===== src/rtl/mmtb_pkg.sv =====
// ----------------------------------------------------------------------------
// mmtb_pkg
// shared types, widths and codes for the transposed-operand matrix multiplier
// ----------------------------------------------------------------------------
package mmtb_pkg;

    localparam int MAX_N_DEF  = 64;   // default largest matrix dimension
    localparam int IDX_PORT_W = 6;    // row and column fields on the ports
    localparam int ELEM_W     = 16;   // q8.8 element
    localparam int PROD_W     = 2 * ELEM_W;
    localparam int ACC_W      = 38;   // q22.16 dot product
    localparam int CFG_W      = 7;    // matrix_size register
    localparam logic [CFG_W-1:0] SIZE_RESET = 7'd64;

    localparam int IN_DATA_W  = 48;   // row, col, a_value, b_value, zero pad
    localparam int OUT_DATA_W = 56;   // out_row, out_col, product_value, zero pad

    // request kinds carried in tuser
    localparam logic REQ_LOAD = 1'b0;
    localparam logic REQ_READ = 1'b1;

    typedef enum logic [1:0] {
        ST_IDLE,
        ST_RUN,
        ST_DRAIN
    } t_state;

    // controller to datapath
    typedef struct packed {
        logic mem_we;    // write one element of each matrix
        logic start;     // latch read indices, clear accumulator
        logic issue;     // read one pair of elements at column k
        logic out_load;  // move the finished sum into the output register
    } t_cmd;

    // datapath to controller
    typedef struct packed {
        logic busy;      // products still in flight
        logic out_free;  // output register can take a result this cycle
    } t_stat;

endpackage


===== src/rtl/mmtb_ctrl.sv =====
// ----------------------------------------------------------------------------
// mmtb_ctrl
// request sequencer: decodes requests and steps the column counter of a read
// ----------------------------------------------------------------------------
module mmtb_ctrl #(
    parameter int MAX_N = mmtb_pkg::MAX_N_DEF,
    parameter int IDX_W = $clog2(MAX_N)
) (
    input  logic                                i_clk,
    input  logic                                i_rst_n,
    input  logic                                i_in_valid,
    output logic                                o_in_ready,
    input  logic                                i_req_type,
    input  logic [mmtb_pkg::IDX_PORT_W-1:0]     i_row,
    input  logic [mmtb_pkg::IDX_PORT_W-1:0]     i_col,
    input  logic [mmtb_pkg::CFG_W-1:0]          i_matrix_size,
    input  mmtb_pkg::t_stat                     i_stat,
    output mmtb_pkg::t_cmd                      o_cmd,
    output logic [IDX_W-1:0]                    o_k
);
    import mmtb_pkg::*;

    localparam int CNT_W = $clog2(MAX_N + 1);
    localparam int CMP_W = IDX_PORT_W + 1;

    t_state r_state, n_state;
    logic [CNT_W-1:0] r_k, n_k;
    logic [CNT_W-1:0] r_n, n_n;

    logic             accept;
    logic             in_range;
    logic [CNT_W-1:0] size_eff;
    logic [CNT_W-1:0] size_req;
    logic             last_issue;

    // requests are taken only while idle
    assign accept   = i_in_valid && (r_state == ST_IDLE);
    assign in_range = ({1'b0, i_row} < CMP_W'(MAX_N)) && ({1'b0, i_col} < CMP_W'(MAX_N));
    // sizes above the store dimension fall back to the full matrix
    assign size_eff = (i_matrix_size > CFG_W'(MAX_N)) ? CNT_W'(MAX_N)
                                                      : CNT_W'(i_matrix_size);
    // out-of-range reads sum no terms
    assign size_req   = in_range ? size_eff : '0;
    assign last_issue = (r_k + CNT_W'(1)) == r_n;
    assign o_k        = r_k[IDX_W-1:0];

    // next state
    always_comb begin
        n_state = r_state;
        unique case (r_state)
            ST_IDLE: begin
                if (accept && i_req_type == REQ_READ) begin
                    n_state = (size_req == '0) ? ST_DRAIN : ST_RUN;
                end
            end
            ST_RUN: begin
                if (last_issue) begin
                    n_state = ST_DRAIN;
                end
            end
            ST_DRAIN: begin
                if (o_cmd.out_load) begin
                    n_state = ST_IDLE;
                end
            end
            default: n_state = ST_IDLE;
        endcase
    end

    // outputs
    always_comb begin
        o_in_ready = 1'b0;
        o_cmd      = '0;
        unique case (r_state)
            ST_IDLE: begin
                o_in_ready   = 1'b1;
                o_cmd.mem_we = accept && i_req_type == REQ_LOAD && in_range;
                o_cmd.start  = accept && i_req_type == REQ_READ;
            end
            ST_RUN: begin
                o_cmd.issue = 1'b1;
            end
            ST_DRAIN: begin
                o_cmd.out_load = !i_stat.busy && i_stat.out_free;
            end
            default: begin
                o_in_ready = 1'b0;
            end
        endcase
    end

    // column counter and bound
    always_comb begin
        n_k = r_k;
        n_n = r_n;
        if (o_cmd.start) begin
            n_k = '0;
            n_n = size_req;
        end else if (o_cmd.issue) begin
            n_k = r_k + CNT_W'(1);
        end
    end

    always_ff @(posedge i_clk) begin
        if (!i_rst_n) begin
            r_state <= ST_IDLE;
            r_k     <= '0;
            r_n     <= '0;
        end else begin
            r_state <= n_state;
            r_k     <= n_k;
            r_n     <= n_n;
        end
    end

endmodule


===== config.mk =====
export PLATFORM = sky130hd
export DESIGN_NAME = mmtb_ctrl
export DESIGN_NICKNAME = d
export VERILOG_FILES = /design/src/rtl/mmtb_pkg.sv /design/src/rtl/mmtb_ctrl.sv
export SDC_FILE = /design/constraint.sdc
export NUM_CORES = 1
export LEC_CHECK = 0
export ABC_AREA = 1
export BUFFER_PORTS_ARGS = -buffer_cell sky130_fd_sc_hd__buf_2
export CORE_ASPECT_RATIO = 0.7
export CORE_UTILIZATION = 35
export DETAILED_ROUTE_END_ITERATION = 16
export SYNTH_ARGS = -nofsm -noshare
export SYNTH_HDL_FRONTEND = slang
export SYNTH_SLANG_ARGS = --single-unit

===== constraint.sdc =====
create_clock -name i_clk -period 1.4 [get_ports i_clk]
set_input_delay 0.07 -clock i_clk [delete_from_list [all_inputs] [get_ports i_clk]]
set_output_delay 0.07 -clock i_clk [all_outputs]
set_load 0.03 [all_outputs]

Word level (Yosys, flattened, before mapping)

Cells that the tools add are included.

Output and inout bits: 11
Input port bits: 25
Register bits after elaboration: 16
Word-level logic and storage cells: 32

Equality and inequality tests: 6
$lt $le $gt $ge: 1
Muxes and demuxes: 10
Bitwise operators: 2
Reductions and logical operators: 9
Add/sub/neg operators: 1

Operators by type and width:

| operator                                            | count |
|---|---|
| two-way mux 2 bit                                   | 5 |
| adder 7 x 1 -> 7 bit, second input constant         | 1 |
| equality test 7 bit                                 | 1 |
| > comparator 7 bit, second input constant           | 1 |
| logical NOT 7 bit                                   | 1 |
| two-way mux 7 bit                                   | 1 |
| case mux 2 bit (3 select lines)                     | 1 |
| logical AND 1 bit                                   | 4 |
| != test 2 bit, second input constant                | 2 |
| two-way mux 1 bit                                   | 3 |
| AND reduction 3 bit                                 | 1 |
| equality test 2 x 1 -> 1 bit, second input constant | 1 |
| equality test 2 bit, second input constant          | 1 |
| logical NOT 2 bit                                   | 1 |
| != test 2 x 1 -> 1 bit, second input constant       | 1 |
| inverter 1 bit                                      | 2 |
| OR reduction 2 bit                                  | 1 |
| logical NOT 1 bit                                   | 1 |

Logic depth before layout (Yosys ltp)

Depth in word-level cells: 6
Depth in mapped cells: 14
Depth with buffers taken out: 14

Least setup slack after synthesis

OpenSTA, ideal clock, no wires.

Path kind: register -> register
From: register r_k[0]
To: register r_state[1]
Cell stages (with the launch flop): 13
Arrival time: 1.315 ns
Clock period less this slack: 1.425 ns
Setup time: 0.110 ns
Slack: -0.025 ns
Buffers on the path: 0
Path through: dfxtp_1 -> ha_1 -> nand2_2 -> nor2_4 -> nand2_1 -> nand2_1 -> nand3_1 -> nand2_1 -> inv_1 -> nand3_1 -> nand2_1 -> nand2_1 -> nor2_2

Longest elaborated chain between the ends: 4

Ends and longest elaborated chain:

| element                              | RTL line         | source |
|---|---|---|
| start, declared                      | mmtb_ctrl.sv:27  | `logic [CNT_W-1:0] r_k, n_k;` |
| start signal, assigned               | mmtb_ctrl.sv:111 | `r_k <= n_k;` |
| adder 7 x 1 -> 7 bit                 | mmtb_ctrl.sv:44  | `assign last_issue = (r_k + CNT_W'(1)) == r_n;` |
| equality test 7 bit                  | mmtb_ctrl.sv:44  |  |
| != test 2 bit (no source line)       | n/a              |  |
| AND reduction 3 bit (no source line) | n/a              |  |
| end signal, assigned                 | mmtb_ctrl.sv:110 | `r_state <= n_state;` |
| end, declared                        | mmtb_ctrl.sv:26  | `t_state r_state, n_state;` |

Every way passes these cells.
A chain may end at the register's enable or synchronous reset.

Worst setup path in the final report

From: register r_k[1]
To: register r_state[1]

The elaborated chain is that of the path after synthesis.

==> out/results.tsv <==
metric	value	unit
crit path capture	r_state[1]$_SDFFE_PN0P_	
final hold violations	0	
DIE WIDTH	68.4	um
drt pass-1 iters	4	
Site Rows	16	
Reg2Reg Setup Slack	-8	ps
total wire length	2740	um
Fill cells	315	
Hold WS	67.0	ps
Root Driver	clkbuf_8	
routed vias/inst	4.75	
reg2reg path depth	12	
core footprint	2860	um^2
failing checks	negative setup slack	
crit path DAT	1570	ps
cell area after synthesis	1080	um^2
RSZ-0062 raised after global routing	yes	
Clk Latency, worst-skew pair	260	ps
Seq pwr share	27.1	%
critical path required time	1560	ps
CTS sink cnt	16	
largest net degree at the start of global routing	11	
nets	234	
Synth Net Count	199	
TritonCTS clock tree	yes	
max-cap viol count	0	
peak fanout along the critical path	5	
ANT nets after route	0	
die height	48.5	um
sw frac	45.2	%
Slew Limit Fails	0	
first-pass GRT wire length	4370	um
switching power	1110	uW
achievable clock frequency	0.710	GHz
total negative slack	-7.94	ps
Syn Area/Cell	6.25	um^2
reg2reg start	r_k[1]$_SDFFE_PP0P_	
worst-margin pin slew	257	ps
CP Capture Type	flip-flop	
Top-Level Pins	36	
Setup crit start kind	flip-flop	
peak supply drop	0.000907	V
kind of critical path	flip-flop to flip-flop	
flop and latch count out of synthesis	16	
ratio of final minimum period to clock period	101	%
reg-to-reg endpoint	r_state[1]$_SDFFE_PN0P_	
origin of the worst setup path	r_k[1]$_SDFFE_PP0P_	
die area	3320	um^2
layout cells sized above 1	33.3	%
Layout area overhead	30.3	%
fin crit period	1410	ps
synth warn	0	
GP Congestion	0.871	
Detail Placement HPWL	2130	um
DRT iter0 DRCs	59	
share of the yosys chip area belonging to registers	29.6	%
outcome	finished with violations	
Yosys cell types	22	
antenna cells	0	
Routed WL per cell	11.3	um
Gate Count Post-Synth	173	
clock share of power	17.4	%
Combinational Power Share	55.5	%
# DRC	0	
H-tree depth	1	
power per standard cell area	1740	nW/um^2
gr usage total	18.1	%
Final Worst Setup Slack	-7.94	ps
Starting Density	37.8	%
Max clock buf depth	2	
Vias	1155	
hold bufs inserted after CTS	0	
PortBufs	23	
gr ovfl total	0	
# setup viols final	1	
skew final	2.66	ps
CTS buffer count	3	
clock-pin transition on the worst setup and hold timing paths	70	ps
vias in the first global route	944	
relative slew slack	82.9	%
initial antenna violation count	0	
worst hold path type	primary input to flip-flop	
P_int	1350	uW
final core utilization	49.2	%
Leak Pwr	0.000714	uW
-- synth_stat cells --
cell	count	area [um^2]
a21oi_1	6	30.0
a31oi_1	1	6.26
buf_2	1	5.00
buf_4	6	45.0
buf_6	1	11.3
dfxtp_1	16	320
ha_1	1	12.5
inv_1	33	124
inv_2	1	3.75
nand2_1	49	184
nand2_2	6	37.5
nand3_1	21	105
nand3_2	2	20.0
nor2_1	8	30.0
nor2_2	3	18.8
nor2_4	3	33.8
nor3b_1	1	7.51
o211ai_1	1	7.51
o21ai_0	4	20.0
o21bai_1	1	7.51
o22ai_1	7	43.8
o31ai_1	1	7.51
-- cell usage in the layout, fill, tap and decap left out, types with 2 or more instances in the layout --
master	instances
nand3_2	6
inv_2	2
nor2_2	2
buf_2	22
clkbuf_8	4
buf_4	16
nand3_1	17
nand2_2	7
o21ai_0	4
a21oi_1	6
o22ai_1	7
nand2_1	47
inv_1	32
nor2_4	5
dfxtp_1	13
dfxtp_2	3
nor2_1	7
-- power by group through the flow --
| stage | logic (uW) | registers, uW | clock network [uW] |
|---|---|---|---|
| floorplan | 918 | 655 | 0 |
| global placement | 1230 | 652 | 0 |
| detailed placement | 1250 | 659 | 0 |
| CTS | 1280 | 659 | 442 |
| global route | 1520 | 676 | 470 |
| finish | 1360 | 665 | 428 |
-- registers in the layout (all words and copies together) (netlist names) --
name	flops
r_k	7
r_n	7
r_state	2
-- what timing repair did --
action	4_1_cts	5_1_grt
pin swaps	4	2
resized for setup	10	6
setup endpoints to repair	3	13
cloned	0	0
setup buffers	1	3
-- per-stage QoR --
step / std cells / power, uW / setup WS, ps / instance area [um^2]
floorplan: 173 / 1570 / 1.10 / 1080
global placement: 235 / 1880 / -93.1 / 1270
detailed placement: 235 / 1910 / -157 / 1270
CTS: 240 / 2380 / -8.76 / 1370
global route: 243 / 2660 / -92.1 / 1410
finish: 243 / 2450 / -7.94 / 1410
-- worst min path at each step --
stage | cells after the start | start | endpoint | slack, ps
2_1_floorplan | 2 | i_rst_n | r_state[1]$_SDFFE_PN0P_ | 210
3_3_place_gp | 3 | i_matrix_size[1] | r_n[1]$_SDFFE_PN0P_ | 330
3_5_place_dp | 3 | i_matrix_size[1] | r_n[1]$_SDFFE_PN0P_ | 330
4_1_cts | 3 | i_matrix_size[5] | r_n[5]$_SDFFE_PN0P_ | 60
5_1_grt | 3 | i_matrix_size[1] | r_n[1]$_SDFFE_PN0P_ | 80
6_report | 3 | i_matrix_size[5] | r_n[5]$_SDFFE_PN0P_ | 70
-- cells by family after synthesis --
| group | Yosys count | synth area share (%) |
|---|---|---|
| buffers and inverters | 42 | 17.5 |
| AOI/OAI and AO/OA | 21 | 11.3 |
| adders and majority gates | 1 | 1.16 |
| and+or+nand+nor | 93 | 40.4 |
| DFF | 16 | 29.6 |
-- layout make-up --
cell class              instances  area, um^2  share of cell area (%)
multi-input cells             115         627                    44.5
inverters                      34         128                    9.06
repair buffers                 38         230                    16.3
well taps                      36        45.0                    3.20
flip-flops and latches         16         324                    23.0
clock buffers                   4        55.1                    3.91
-- layer usage --
layer / GRT usage (%) / part of all wire, %
met1: 25.4 / 51
met2: 25.0 / 41
met3: 7.55 / 7.2
met4: 5.21 / 1.1
met5: 0 / 0
-- worst max-delay path: stages (launching register included) --
cell     delay [ps]
dfxtp_2         350
ha_4            160
nand2_4          80
nor2_4          110
nand2_1          90
nand2_2          90
nand3_2          90
nand2_1          80
inv_1            40
nand3_1          70
nand2_1          50
nand2_1          70
nor2_2           30
Power figures use the tool's default switching activity.
